===== config.mk =====
export PLATFORM = sky130hd
export DESIGN_NAME = ntm_mul
export DESIGN_NICKNAME = d
export VERILOG_FILES = /design/src/rtl/ntm_pkg.sv /design/src/rtl/ntm_mul.sv
export SDC_FILE = /design/constraint.sdc
export NUM_CORES = 2
export LEC_CHECK = 0
export BUFFER_PORTS_ARGS = -buffer_cell sky130_fd_sc_hd__buf_4
export CORE_MARGIN = 2
export CORE_UTILIZATION = 50
export DETAILED_ROUTE_END_ITERATION = 12
export GPL_ROUTABILITY_DRIVEN = 0
export GPL_TIMING_DRIVEN = 0
export PLACE_DENSITY = 0.72
export SKIP_LAST_GASP = 1
export SLEW_MARGIN = 20
export SYNTH_ARGS = -nofsm -noshare
export SYNTH_HDL_FRONTEND = slang
export SYNTH_SLANG_ARGS = --single-unit

===== constraint.sdc =====
create_clock -name i_clk -period 19.7 [get_ports i_clk]
set_input_delay 1.97 -clock i_clk [delete_from_list [all_inputs] [get_ports i_clk]]
set_output_delay 1.97 -clock i_clk [all_outputs]
set_load 0.01 [all_outputs]

===== src/rtl/ntm_pkg.sv =====
// ----------------------------------------------------------------------------
// ntm_pkg
// shared types, constants and tables for the nontwist map step unit
// ----------------------------------------------------------------------------
package ntm_pkg;

    localparam int FRAC_BITS    = 24;
    localparam int CORDIC_STEPS = 24;
    localparam int ITER_W       = $clog2(CORDIC_STEPS + 1);

    localparam logic [1:0] OP_LOAD    = 2'd0;
    localparam logic [1:0] OP_FORWARD = 2'd1;
    localparam logic [1:0] OP_INVERSE = 2'd2;
    localparam logic [1:0] OP_UNUSED  = 2'd3;

    localparam logic [0:0] REG_TWIST = 1'b0;
    localparam logic [0:0] REG_KICK  = 1'b1;

    localparam logic signed [33:0] CORDIC_GAIN_Q30 = 34'sd652032874;

    typedef enum logic [2:0] {
        S_IDLE,
        S_CORDIC,
        S_KICK,
        S_SQUARE,
        S_TWIST,
        S_TWIST_HI,
        S_DONE
    } t_state;

    // atan(2^-i) in units of 2^-32 revolution
    function automatic logic signed [33:0] atan_rev(input logic [4:0] i);
        logic signed [33:0] v;
        case (i)
            5'd0:  v = 34'sd536870912;
            5'd1:  v = 34'sd316933406;
            5'd2:  v = 34'sd167458907;
            5'd3:  v = 34'sd85004756;
            5'd4:  v = 34'sd42667331;
            5'd5:  v = 34'sd21354465;
            5'd6:  v = 34'sd10679838;
            5'd7:  v = 34'sd5340245;
            5'd8:  v = 34'sd2670163;
            5'd9:  v = 34'sd1335087;
            5'd10: v = 34'sd667544;
            5'd11: v = 34'sd333772;
            5'd12: v = 34'sd166886;
            5'd13: v = 34'sd83443;
            5'd14: v = 34'sd41722;
            5'd15: v = 34'sd20861;
            5'd16: v = 34'sd10430;
            5'd17: v = 34'sd5215;
            5'd18: v = 34'sd2608;
            5'd19: v = 34'sd1304;
            5'd20: v = 34'sd652;
            5'd21: v = 34'sd326;
            5'd22: v = 34'sd163;
            5'd23: v = 34'sd81;
            5'd24: v = 34'sd41;
            5'd25: v = 34'sd20;
            5'd26: v = 34'sd10;
            5'd27: v = 34'sd5;
            5'd28: v = 34'sd3;
            5'd29: v = 34'sd1;
            default: v = '0;
        endcase
        return v;
    endfunction

endpackage


===== src/rtl/ntm_mul.sv =====
// ----------------------------------------------------------------------------
// ntm_mul
// shared registered unsigned 33x33 multiplier
// ----------------------------------------------------------------------------
module ntm_mul import ntm_pkg::*; (
    input  logic        i_clk,
    input  logic [32:0] i_a,
    input  logic [32:0] i_b,
    output logic [65:0] o_p
);
    logic [65:0] r_p;

    always_ff @(posedge i_clk) begin
        r_p <= i_a * i_b;
    end

    assign o_p = r_p;
endmodule


* Word-level counts from Yosys, hierarchy flattened
Index checks and enable logic that the tools add are counted.
** Storage, ports and cells
- Output and inout port bits :: 66
- Memories kept :: 0
- RAM bits :: 0
- Input bits :: 67
- Memory bits (read-only) :: 0
- Register bits after elaboration :: 66
- Bits in latches :: 0
** Operators by class
- Equal/unequal tests :: 0
- Muxes and demuxes :: 0
- $lt $le $gt $ge :: 0
- Shift operators :: 0
- Bitwise gates (word level) :: 0
- Reductions and logical operators :: 0
- $mul :: 1
- $add $sub $neg :: 0
- Div/mod/pow operators :: 0
** Operators with widths (number)
- multiplier 33 x 33 -> 66 bit :: 1

* Depth between registers and ports, before layout
- Word-level depth :: 1
- Mapped depth :: 30

* Worst setup path after synthesis
OpenSTA, ideal clock, no wires.
- Kind :: input -> register
- From :: input i_b[0]
- To :: register r_p[58] (netlist: o_p[58])
- Stages :: 28
- Data required time :: 19628 ps
- Setup slack :: 10626 ps
- Data arrival time :: 9002 ps
- Cell sequence :: clkbuf_1 > and2_1 > fa_1 > inv_1 > fa_1 > inv_1 > fa_1 > inv_1 > fa_1 > inv_1 > fa_1 > fa_1 > fa_1 > inv_1 > fa_1 > inv_1 > ha_1 > buf_2 > nand2_1 > or4_1 > or3_1 > o22ai_1 > o211a_1 > o21ai_2 > nand3b_4 > o31a_1 > o21ai_2 > xor2_1
** Between the ends
- Cells in the longest elaborated chain, start to end :: 1
** RTL lines
- start, declared :: line ntm_mul.sv:8 : input logic [32:0] i_b,
- multiplier 33 x 33 -> 66 bit :: line ntm_mul.sv:14 : r_p <= i_a * i_b;
- end signal, assigned :: line ntm_mul.sv:14
- end, declared :: line ntm_mul.sv:11 : logic [65:0] r_p;
No other way between the ends.

* Worst setup path in the final report
- From :: input i_a[17]
- To :: register r_p[64] (netlist: o_p[64])
** Between the ends
- Cells in the longest elaborated chain, start to end :: 1
** RTL lines
- start, declared :: line ntm_mul.sv:7 : input logic [32:0] i_a,
- multiplier 33 x 33 -> 66 bit :: line ntm_mul.sv:14
No other way between the ends.

==> flow_summary_export.csv <==
group,metric,value,unit
synthesis,synth.area.top_cells,"fa_1, inv_1, and2_1",
synthesis,yosysWarnings,0,
global_routing,gr-usage-all-layers,34.2,%
sta,hold_violations,0,
sta,fmax,94.8,MHz
worst_setup_path,path_max_fanout,12,
floorplan,start_util,50.3,%
floorplan,die_area,75400,um^2
route,wl_met3,16.2,mm
cells_and_area,syn2layout_area_growth,7.00,%
cells_and_area,largest_reg_flops,66,
route,drtIter0Drc,3085,
synthesis,async_flop_share,0,%
worst_setup_path,worst_path_max_delay_cell,"clkbuf_1",
clocking,postCtsSetupBuffers,0,
global_routing,grt-ovfl-total,0,
synthesis,synth_commonest_cells,"inv_1, fa_1, and2_1",
synthesis,synth_area,36600,um^2
synthesis,yosys_register_bits,66,
route,routed-via-count,28815,
sta,fin_crit_sh,53.6,%
sta,relSlewSlack,21.1,%
clocking,cts_root_buffer,"clkbuf_16",
worst_setup_path,worst-setup-path-type,"primary input to register",
worst_setup_path,worst_setup_path_end_kind,"register",
worst_setup_path,cp.required,19.92,ns
synthesis,synth.most_common_cell,"inv_1",
run,drv_cap,0,
synthesis,synth-seq-area-share,3.61,%
route,wl_met2,53.9,mm
clocking,hold_buffers,0,
cells_and_area,seqCellArea,1320,um^2
route,drt-vias-per-instance,5.58,
sta,fin_tns_setup,0,ns
placement,port_buffers,132,
worst_setup_path,slowest_delay,0.86,ns
cells_and_area,nNetsFinal,5481,
run_status,status,"finished, final reports clean",
sta,finalSetupViolCount,0,
sta,finalMaxSlewViolations,0,
sta,worst_pin_slew,1.18,ns
clocking,clockBufferDepth,2,
synthesis,synthDistinctLibCells,57,
synthesis,synth_top_area_share,52.4,%
route,drcViolationCount,0,
placement,dpl.hpwl,103,mm
worst_setup_path,cp_common_cell,"fa_1",
route,dr.pass1.iters,9,
global_routing,grt_pass1_wl,185,mm
clocking,cts_htree_levels,3,
synthesis,synth_edf_count,0,
floorplan,die_height,275,um
floorplan,core_area,72700,um^2
sta,period_needed,10.55,ns
synthesis,synth_ff_type,"dfxtp_1",
route,wirelength,124,mm
clocking,cts_buffers,9,
clocking,clk_pin_slew,0.07,ns
route,wire_per_inst,24.1,um
cells_and_area,drive_gt1_share,3.74,%
synthesis,yosysTopAreaCell,"fa_1",
floorplan,die_x,275,um
cells_and_area,fillCellCount,6656,
route,top_layer,"met5",
route,drt-met1-wl,43.0,mm
cells_and_area,multi_input_area,30600,um^2
global_routing,antenna_found_initial,10,
hold_path,holdPathStages,2,
sta,rsz0062_at_grt,"no",
worst_setup_path,crit_arrival,10.77,ns
floorplan,rows,99,
synthesis,synthCells,4048,
global_routing,grt_max_degree,13,
synthesis,syn-mean-instance-area,9.04,um^2
global_routing,grt_pass1_vias,30477,
clocking,cts-resized-gates,0,
clocking,cts_tree,"yes",
floorplan,num_io_pins,133,
route,ant_nets,0,
clocking,clkSinkCount,66,
synthesis,syn_nets,5338,
hold_path,hold_class,"primary input to register",
worst_setup_path,start_kind,"primary input",
==> cell usage in the layout (no fill, tap or decap), types with 41 or more instances in the layout <==
cell type     n
nand2_1     567
dfxtp_1      66
xnor2_1      41
clkbuf_1    208
ha_1        265
a21oi_1      73
and2_1      574
buf_4       132
fa_1        958
inv_1      1048
==> stage by stage <==
stage / instance area, um^2 / util (%) / hold slack (ns) / setup slack [ns] / instances
6_report: 39200 / 53.9 / 1.90 / 9.15 / 5165
5_1_grt: 39100 / 53.8 / 1.89 / 8.85 / 5155
4_1_cts: 39100 / 53.8 / 1.88 / 9.39 / 5155
3_5_place_dp: 38800 / 53.4 / 2.25 / 9.01 / 5139
3_3_place_gp: 38800 / 53.4 / 2.25 / 9.07 / 5139
2_1_floorplan: 36600 / - / 2.10 / 10.63 / 4048
==> logic make-up after synthesis <==
group,count (synthesis),synth area share [%]
flops,66,3.61
buf+inv,1260,12.9
simple gates,1233,17.0
fa+ha+maj,1223,61.5
compound gates,201,3.45
xor+xnor,65,1.56
==> cell type report <==
class / count / share of cell area, %
Buffer: 211 / 2.03
Sequential cell: 66 / 3.37
Inverter: 1049 / 10.1
Timing Repair Buffer: 132 / 2.53
Antenna cell: 10 / 0.0639
Clock inverter: 6 / 0.294
Multi-Input combinational cell: 2722 / 78.0
Tap cell: 959 / 3.06
Clock buffer: 10 / 0.585
==> worst max-delay path: cells and delay by family <==
| kind | cells | cell delay [ns] |
|---|---|---|
| xor gates and xnor gates | 1 | 0.12 |
| and+or+nand+nor | 6 | 1.81 |
| AOI/OAI and AO/OA | 4 | 1.12 |
| adders and majority gates | 9 | 3.96 |
| buffers and inverters | 9 | 1.78 |
==> routing by layer <==
layer	vias up	track usage, %
met4	6	24.2
met2	1939	51.3
li1	11843	-
met5	-	0
met1	14485	42.2
met3	542	10.4
==> worst paths after layout <==
check | start | endpoint | slack (ns)
max | i_a[17] | o_p[64] | 9.15
min | i_b[0] | o_p[0] | 1.90
Power is left out: the tool's default activity adds up to more than one toggle a clock period on the data nets, which glitch-free logic cannot reach.
