[src/rtl/ntm_pkg.sv]
// ----------------------------------------------------------------------------
// ntm_pkg
// shared types, constants and tables for the nontwist map step unit
// ----------------------------------------------------------------------------
package ntm_pkg;

    localparam int FRAC_BITS    = 24;
    localparam int CORDIC_STEPS = 24;
    localparam int ITER_W       = $clog2(CORDIC_STEPS + 1);

    localparam logic [1:0] OP_LOAD    = 2'd0;
    localparam logic [1:0] OP_FORWARD = 2'd1;
    localparam logic [1:0] OP_INVERSE = 2'd2;
    localparam logic [1:0] OP_UNUSED  = 2'd3;

    localparam logic [0:0] REG_TWIST = 1'b0;
    localparam logic [0:0] REG_KICK  = 1'b1;

    localparam logic signed [33:0] CORDIC_GAIN_Q30 = 34'sd652032874;

    typedef enum logic [2:0] {
        S_IDLE,
        S_CORDIC,
        S_KICK,
        S_SQUARE,
        S_TWIST,
        S_TWIST_HI,
        S_DONE
    } t_state;

    // atan(2^-i) in units of 2^-32 revolution
    function automatic logic signed [33:0] atan_rev(input logic [4:0] i);
        logic signed [33:0] v;
        case (i)
            5'd0:  v = 34'sd536870912;
            5'd1:  v = 34'sd316933406;
            5'd2:  v = 34'sd167458907;
            5'd3:  v = 34'sd85004756;
            5'd4:  v = 34'sd42667331;
            5'd5:  v = 34'sd21354465;
            5'd6:  v = 34'sd10679838;
            5'd7:  v = 34'sd5340245;
            5'd8:  v = 34'sd2670163;
            5'd9:  v = 34'sd1335087;
            5'd10: v = 34'sd667544;
            5'd11: v = 34'sd333772;
            5'd12: v = 34'sd166886;
            5'd13: v = 34'sd83443;
            5'd14: v = 34'sd41722;
            5'd15: v = 34'sd20861;
            5'd16: v = 34'sd10430;
            5'd17: v = 34'sd5215;
            5'd18: v = 34'sd2608;
            5'd19: v = 34'sd1304;
            5'd20: v = 34'sd652;
            5'd21: v = 34'sd326;
            5'd22: v = 34'sd163;
            5'd23: v = 34'sd81;
            5'd24: v = 34'sd41;
            5'd25: v = 34'sd20;
            5'd26: v = 34'sd10;
            5'd27: v = 34'sd5;
            5'd28: v = 34'sd3;
            5'd29: v = 34'sd1;
            default: v = '0;
        endcase
        return v;
    endfunction

endpackage

[src/rtl/ntm_cordic.sv]
// ----------------------------------------------------------------------------
// ntm_cordic
// iterative rotation-mode cordic, one micro-rotation per cycle, sin(2*pi*x)
// ----------------------------------------------------------------------------
module ntm_cordic import ntm_pkg::*; (
    input  logic                        i_clk,
    input  logic                        i_rst_n,
    input  logic                        i_start,
    input  logic signed [FRAC_BITS-1:0] i_angle,
    output logic                        o_done,
    output logic signed [FRAC_BITS+1:0] o_sine
);
    logic signed [33:0] r_x, r_y, r_z;
    logic signed [33:0] n_x, n_y, n_z;
    logic [ITER_W-1:0]  r_iter, n_iter;
    logic               r_busy, n_busy;
    logic signed [33:0] z0, dx, dy, s_round, s_shift;
    logic signed [33:0] one_q;

    always_comb begin
        z0 = 34'(i_angle) <<< (32 - FRAC_BITS);
        if (z0 >= 34'sd1073741824) begin
            z0 = 34'sd2147483648 - z0;
        end else if (z0 < -34'sd1073741824) begin
            z0 = -34'sd2147483648 - z0;
        end
        dx = r_y >>> r_iter;
        dy = r_x >>> r_iter;
        n_x = r_x; n_y = r_y; n_z = r_z; n_iter = r_iter; n_busy = r_busy;
        if (i_start) begin
            n_x = CORDIC_GAIN_Q30; n_y = '0; n_z = z0;
            n_iter = '0; n_busy = 1'b1;
        end else if (r_busy) begin
            if (r_z >= 0) begin
                n_x = r_x - dx; n_y = r_y + dy; n_z = r_z - atan_rev(5'(r_iter));
            end else begin
                n_x = r_x + dx; n_y = r_y - dy; n_z = r_z + atan_rev(5'(r_iter));
            end
            n_iter = r_iter + 1'b1;
            if (r_iter == ITER_W'(CORDIC_STEPS - 1)) begin
                n_busy = 1'b0;
            end
        end
    end

    always_ff @(posedge i_clk) begin
        if (!i_rst_n) begin
            r_busy <= 1'b0;
            r_iter <= '0;
        end else begin
            r_busy <= n_busy;
            r_iter <= n_iter;
        end
        r_x <= n_x; r_y <= n_y; r_z <= n_z;
    end

    // round half up to the output grid and clamp to [-1,1]
    always_comb begin
        one_q   = 34'sd1 <<< FRAC_BITS;
        s_round = r_y + (34'sd1 <<< (29 - FRAC_BITS));
        s_shift = s_round >>> (30 - FRAC_BITS);
        if (s_shift > one_q) begin
            s_shift = one_q;
        end else if (s_shift < -one_q) begin
            s_shift = -one_q;
        end
    end

    assign o_sine = s_shift[FRAC_BITS+1:0];
    assign o_done = r_busy && (r_iter == ITER_W'(CORDIC_STEPS - 1));
endmodule

[config.mk]
export PLATFORM = sky130hd
export DESIGN_NAME = ntm_cordic
export DESIGN_NICKNAME = d
export VERILOG_FILES = /design/src/rtl/ntm_pkg.sv /design/src/rtl/ntm_cordic.sv
export SDC_FILE = /design/constraint.sdc
export NUM_CORES = 1
export LEC_CHECK = 0
export BUFFER_PORTS_ARGS = -buffer_cell sky130_fd_sc_hd__clkbuf_2
export CELL_PAD_IN_SITES_DETAIL_PLACEMENT = 0
export CELL_PAD_IN_SITES_GLOBAL_PLACEMENT = 1
export CORE_MARGIN = 5
export CORE_UTILIZATION = 40
export DETAILED_ROUTE_END_ITERATION = 7
export GPL_ROUTABILITY_DRIVEN = 0
export HOLD_SLACK_MARGIN = 0.06
export PLACE_DENSITY = 0.74
export SYNTH_ARGS = -nofsm -noshare
export SYNTH_HDL_FRONTEND = slang
export SYNTH_SLANG_ARGS = --single-unit
[constraint.sdc]
create_clock -name i_clk -period 12.3 [get_ports i_clk]
set_input_delay 1.845 -clock i_clk [delete_from_list [all_inputs] [get_ports i_clk]]
set_output_delay 1.845 -clock i_clk [all_outputs]
set_load 0.05 [all_outputs]
# Word level (Yosys, flattened, before mapping)
# Memory sizes are Yosys's and may differ from the RTL's. A register that Yosys moved wholly into a read port is not among the register bits.
# Cells that the tools add are included.
[totals]
regBits = 108
wordCells = 51
input_bits = 27
rom_bits = 1920
memories = 2
[classes]
add_sub_neg = 10
reduce_logical = 3
n_bitwise = 1
eq_ne = 1
mux = 22
magnitude_cmp = 5
n_shift = 2
[mem_list]
columns = ["name", "depth", "word_bits", "read_ports", "rd_clocked_by_memory_dff", "wr", "line", "text"]
rows = [
  ["(name not given)", 32, 30, 1, 1, 0, "ntm_pkg.sv:34", "case (i)"],
  ["(name not given)", 32, 30, 1, 1, 0, "ntm_pkg.sv:34", ""],
]
[op_table]
columns = ["op", "n"]
rows = [
  ["$mux 34", 13],
  ["$add 34x34->34", 3],
  ["$sub 34x34->34", 3],
  ["$sshr 34x5->34", 2],
  ["$mux 26", 2],
  ["$add 34x7->34 const B", 1],
  ["$ge 34x1->1 const B", 1],
  ["$sub 33x32->34 const A", 1],
  ["$sub 32x32->33 const A", 1],
  ["$ge 32x32->1 const B", 1],
  ["$lt 32x31->1 const B", 1],
  ["$gt 28x26->1 const B", 1],
  ["$lt 28x25->1 const B", 1],
  ["$mux 5", 4],
  ["$add 5x1->5 const B", 1],
  ["$eq 5x5->1 const B", 1],
  ["$mux 1", 3],
  ["$reduce_bool 2->1", 1],
  ["$reduce_or 2->1", 1],
  ["$logic_and 1x1->1", 1],
  ["$not 1->1", 1],
]

# Logic depth before layout (Yosys ltp)
[depth]
word_depth = 8
depth_mapped = 31

# Least setup slack after synthesis
# No wires, ideal clock.
[synth_path]
path_kind = "register to register"
start = "reg r_iter[0]"
end = "reg r_y[33]"
arrival_ns = 5.823
stages_incl_launch_ff = 28
t_required_ns = 12.184
setup_slack_ns = 6.362
synth_period_minus_slack_ns = 5.938
setup_ns = 0.116
n_path_buf = 7
path_cell_list = "dfxtp_1 -> buf_2 -> buf_6 -> buf_4 -> buf_2 -> buf_2 -> buf_2 -> buf_1 -> mux4_2 -> a22oi_1 -> o21ai_0 -> inv_1 -> ha_1 -> and3_1 -> nand4_1 -> or4_1 -> nand2b_1 -> o21ai_0 -> xnor2_1 -> ha_1 -> a21o_1 -> a21oi_1 -> o21ai_0 -> a221oi_1 -> o21ai_0 -> xnor2_1 -> a21oi_1 -> a31o_1"
[synth_via]
elab_chain_cells = 3
elab_cells_between_ends = 4
classes_between = "2 x add/sub; 1 x shift; 1 x mux"
[synth_lines]
columns = ["element", "line", "text"]
rows = [
  ["start: declaration", "ntm_cordic.sv:15", "logic [ITER_W-1:0] r_iter, n_iter;"],
  ["start signal: assignment", "ntm_cordic.sv:52", "r_iter <= n_iter;"],
  ["$sshr 34x5->34 *", "ntm_cordic.sv:28", "dy = r_x >>> r_iter;"],
  ["$sub 34x34->34 / $add 34x34->34 (equally long branches)", "ntm_cordic.sv:37, ntm_cordic.sv:35", ""],
  ["$mux 34 *", "ntm_cordic.sv:34", "if (r_z >= 0) begin"],
  ["end signal: assignment", "ntm_cordic.sv:54", "r_x <= n_x; r_y <= n_y; r_z <= n_z;"],
  ["end: declaration", "ntm_cordic.sv:13", "logic signed [33:0] r_x, r_y, r_z;"],
]
# Mark *: on every way between the ends. The rest lies on a longest branch, timed or not.
# A chain may end at the register's enable or synchronous reset.

# Worst setup path after layout
[layout_path]
start = "reg r_iter[1]"
end = "reg r_x[32]"
[layout_via]
elab_chain_cells = 3
elab_cells_between_ends = 4
classes_between = "2 x add/sub; 1 x shift; 1 x mux"
[layout_lines]
columns = ["element", "line", "text"]
rows = [
  ["$sshr 34x5->34 *", "ntm_cordic.sv:27", "dx = r_y >>> r_iter;"],
  ["$add 34x34->34 / $sub 34x34->34 (equally long branches)", "ntm_cordic.sv:37, ntm_cordic.sv:35", ""],
  ["$mux 34 *", "ntm_cordic.sv:34", ""],
  ["end signal: assignment", "ntm_cordic.sv:54", ""],
  ["end: declaration", "ntm_cordic.sv:13", ""],
]
# Marks and branches as above.

==> qor.yml <==
cts_root_buf: "clkbuf_16"
outcome: "completed"
port_buffers: 53
synthMuxAreaShare: 0.183
yosysSeqAreaShare: 0.166
overflow: 0
p_sw_uw: 2950
cp.required_ns: 12.67
syn_nets: 2458
met3_usage: 0.0555
pwr-share-seq: 0.169
synth_cells: 2316
synth-edff-count: 34
rsz0062_at_grt: "false"
final.setup.worst_slack_ns: 4.56
reg2reg_to: "r_x[32]$_SDFFE_PP0P_"
slowest_stage: "dfxtp_4"
critPathArrivalTime_ns: 8.11
dpl.hpwl_um: 45800
grt_pass1_vias: 17000
synth_top_area_share: 0.112
hold_class: "reg2reg"
ant_nets: 0
antenna_found_initial: 0
p_int_uw: 2750
synth_most_common_cell: "nand2_1"
vdd_ir_drop_max_mv: 0.154
cts_tree: "built"
worstPathMaxFanout: 60
routedWlPerCell_um: 21.7
clk_pin_slew_worst_paths_ns: 0.07
clk-insertion-delay-late_ns: 0.47
multi_input_area_um2: 14600
critPathLaunchType: "register"
grt_max_degree: 72
skew_ns: 0.0160
chipWidth_um: 226
grt-busiest-layer: "met2"
regToRegStartpoint: "r_iter[1]$_SDFFE_PP0P_"
synth_area_per_cell_um2: 8.06
ios: 54
synth_compound_area_frac: 0.230
die_area_um2: 51100
finalHoldViolations: 0
die_height_um: 226
dp_slack_ns: 4.66
worstMarginPinSlew_ns: 1.21
hold_path.startpoint: "r_x[0]$_SDFFE_PP0P_"
rows: 79
numCtsBuffers: 17
power.share.switching: 0.518
synth.distinct_cells: 82
end_kind: "register"
use_met1: 0.307
ys_ff_latch: 138
yosysWarnings: 0
p_comb_frac: 0.739
powerDensity_nw_per_um2: 289
max_cap_violations: 0
clock.fmax_mhz: 129
syn_to_final_growth_pct: 5.63
setup_viol: 0
cts_buffer_depth: 2
drc_errors: 0
synth_area_um2: 18700
synthXorXnorAreaFrac: 0.109
whs_path_depth: 2
synth_flop_cell: "dfxtp_1"
cts_sinks: 138
fillers: 4627
wl_um: 62300
layout.nets: 2390
yosys.area.top_type: "dfxtp_1"
synthAdderAreaFrac: 0.0783
ctsResizeCount: 0
regArea_um2: 3120
drt_iter0_drc: 2135
path_cells: "buf_4 > inv_1 > mux4_2 > a221o_1 > a2111oi_4 > and3b_1 > or4b_1 > o21ai_0 > xor2_1 > ha_1 > and4_1 > nand3_1 > a211oi_1 > o31ai_1 > o31ai_1 > a31oi_1 > o21ai_0 > a31oi_1 > xnor2_1 > a22o_1"
layout-drive-gt1-share: 0.118
start_util: 0.403
firstDrtPassIters: 6
cts_setup_buffers: 0
reg2reg_depth: 20
synthArstFlopShare: 0
synth_area_leaders: "dfxtp_1 (11%), mux4_2 (10%), ha_1 (7.5%)"
slew_headroom: 0.184
vias: 18100
grt_pass1_wl_um: 96500
coreArea_um2: 46400
fin_crit_ns: 7.74
synth-simple-area-share: 0.184
hold_buffers: 0
htreeDepth: 4
yosys-top-cells-count: "nand2_1 (233), nor2_1 (191), o21ai_0 (173)"
tns_ns: 0
vias_per_cell: 6.31
leakage_uw: 0.00773
setup.worst_path.class: "reg2reg"
synth_top_family_by_area: "compound AO/OA/AOI/OAI gates"
max_stage_delay_ns: 0.83
whs_endpoint: "r_x[0]$_SDFFE_PP0P_"
maxSlewViolCount: 0
grtUsageMet2: 0.390
grtUsageTotal: 0.237
clkPwrFrac: 0.092
finalCritPeriodShare: 0.629
rrSetupSlack_ns: 4.56
==> stage by stage <==
step	utilization	total power, uW	area, um^2	cells	hold slack [ns]
after floorplan	-	4230	18700	2316	0.466
after global placement	0.413	5090	19200	2836	0.487
after detailed placement	0.413	5130	19200	2836	0.496
after CTS	0.425	5680	19700	2868	0.505
after global routing	0.425	6200	19700	2868	0.521
final	0.425	5700	19700	2869	0.505
==> cells in the final DEF (no fill, tap or decap), drive strengths merged, types with 19 or more instances in the layout <==
cell type / count
a211oi: 26
a21o: 47
a21oi: 150
a31oi: 29
and3: 23
buf: 25
clkbuf: 71
dfxtp: 104
edfxtp: 34
ha: 112
inv: 57
mux2: 44
mux2i: 98
mux4: 86
nand2: 233
nand2b: 30
nand3: 54
nand4: 21
nor2: 191
nor2b: 26
nor3: 49
o21a: 20
o21ai: 173
o21bai: 19
o31ai: 38
or3: 20
xnor2: 130
xor2: 102
==> layer usage <==
layer	vias up	share of wire	wire (um)
met2	776	0.46	28900
li1	8494	-	-
met3	148	0.085	5280
met4	0	0.036	2250
met5	-	0	0
met1	8686	0.42	25900
==> power by group through the flow <==
| stage | Clock, uW | Combinational, uW | Sequential, uW |
|---|---|---|---|
| after detailed placement | 0 | 4170 | 963 |
| final | 524 | 4210 | 964 |
| after floorplan | 0 | 3500 | 726 |
| after global placement | 0 | 4130 | 958 |
| after CTS | 538 | 4190 | 952 |
| after global routing | 558 | 4660 | 977 |
==> critical path, delay by kind of cell, from the launching register on <==
| family | cells | cell delay, ns |
|---|---|---|
| adders and majority gates | 1 | 0.36 |
| AOI/OAI and AO/OA | 10 | 3.03 |
| DFF | 1 | 0.83 |
| muxes | 1 | 0.61 |
| and+or+nand+nor | 4 | 1.21 |
| xor gates and xnor gates | 2 | 0.24 |
| buffers and inverters | 2 | 1.32 |
==> cell type report <==
cell class                 instances  area share
antenna                            1    0.000127
inverter                          53      0.0101
clock inverter                    13     0.00660
multi-input combinational       1961       0.742
tap                              607      0.0385
timing repair buffer              77      0.0227
clock buffer                      19      0.0220
sequential                       138       0.158
==> cells by family (layout without fill, tap and decap cells) <==
family | count (synthesis) | after routing
AOI/OAI and AO/OA | 660 | 660
muxes | 228 | 228
buffers and inverters | 217 | 162
DFF | 138 | 138
other | 0 | 1
xor gates and xnor gates | 232 | 232
and+or+nand+nor | 726 | 726
adders and majority gates | 115 | 115
==> worst max-delay path by stage <==
stage / startpoint / endpoint / slack, ns
global route: r_iter[1]$_SDFFE_PP0P_ / r_x[32]$_SDFFE_PP0P_ / 3.83
CTS: r_iter[1]$_SDFFE_PP0P_ / r_x[32]$_SDFFE_PP0P_ / 4.61
global placement: r_iter[1]$_SDFFE_PP0P_ / r_x[32]$_SDFFE_PP0P_ / 4.85
floorplan: r_iter[0]$_SDFFE_PP0P_ / r_y[33]$_SDFFE_PP0P_ / 6.36
detailed placement: r_iter[1]$_SDFFE_PP0P_ / r_x[32]$_SDFFE_PP0P_ / 4.66
finish: r_iter[1]$_SDFFE_PP0P_ / r_x[32]$_SDFFE_PP0P_ / 4.56
(Power assumes the default switching activity.)
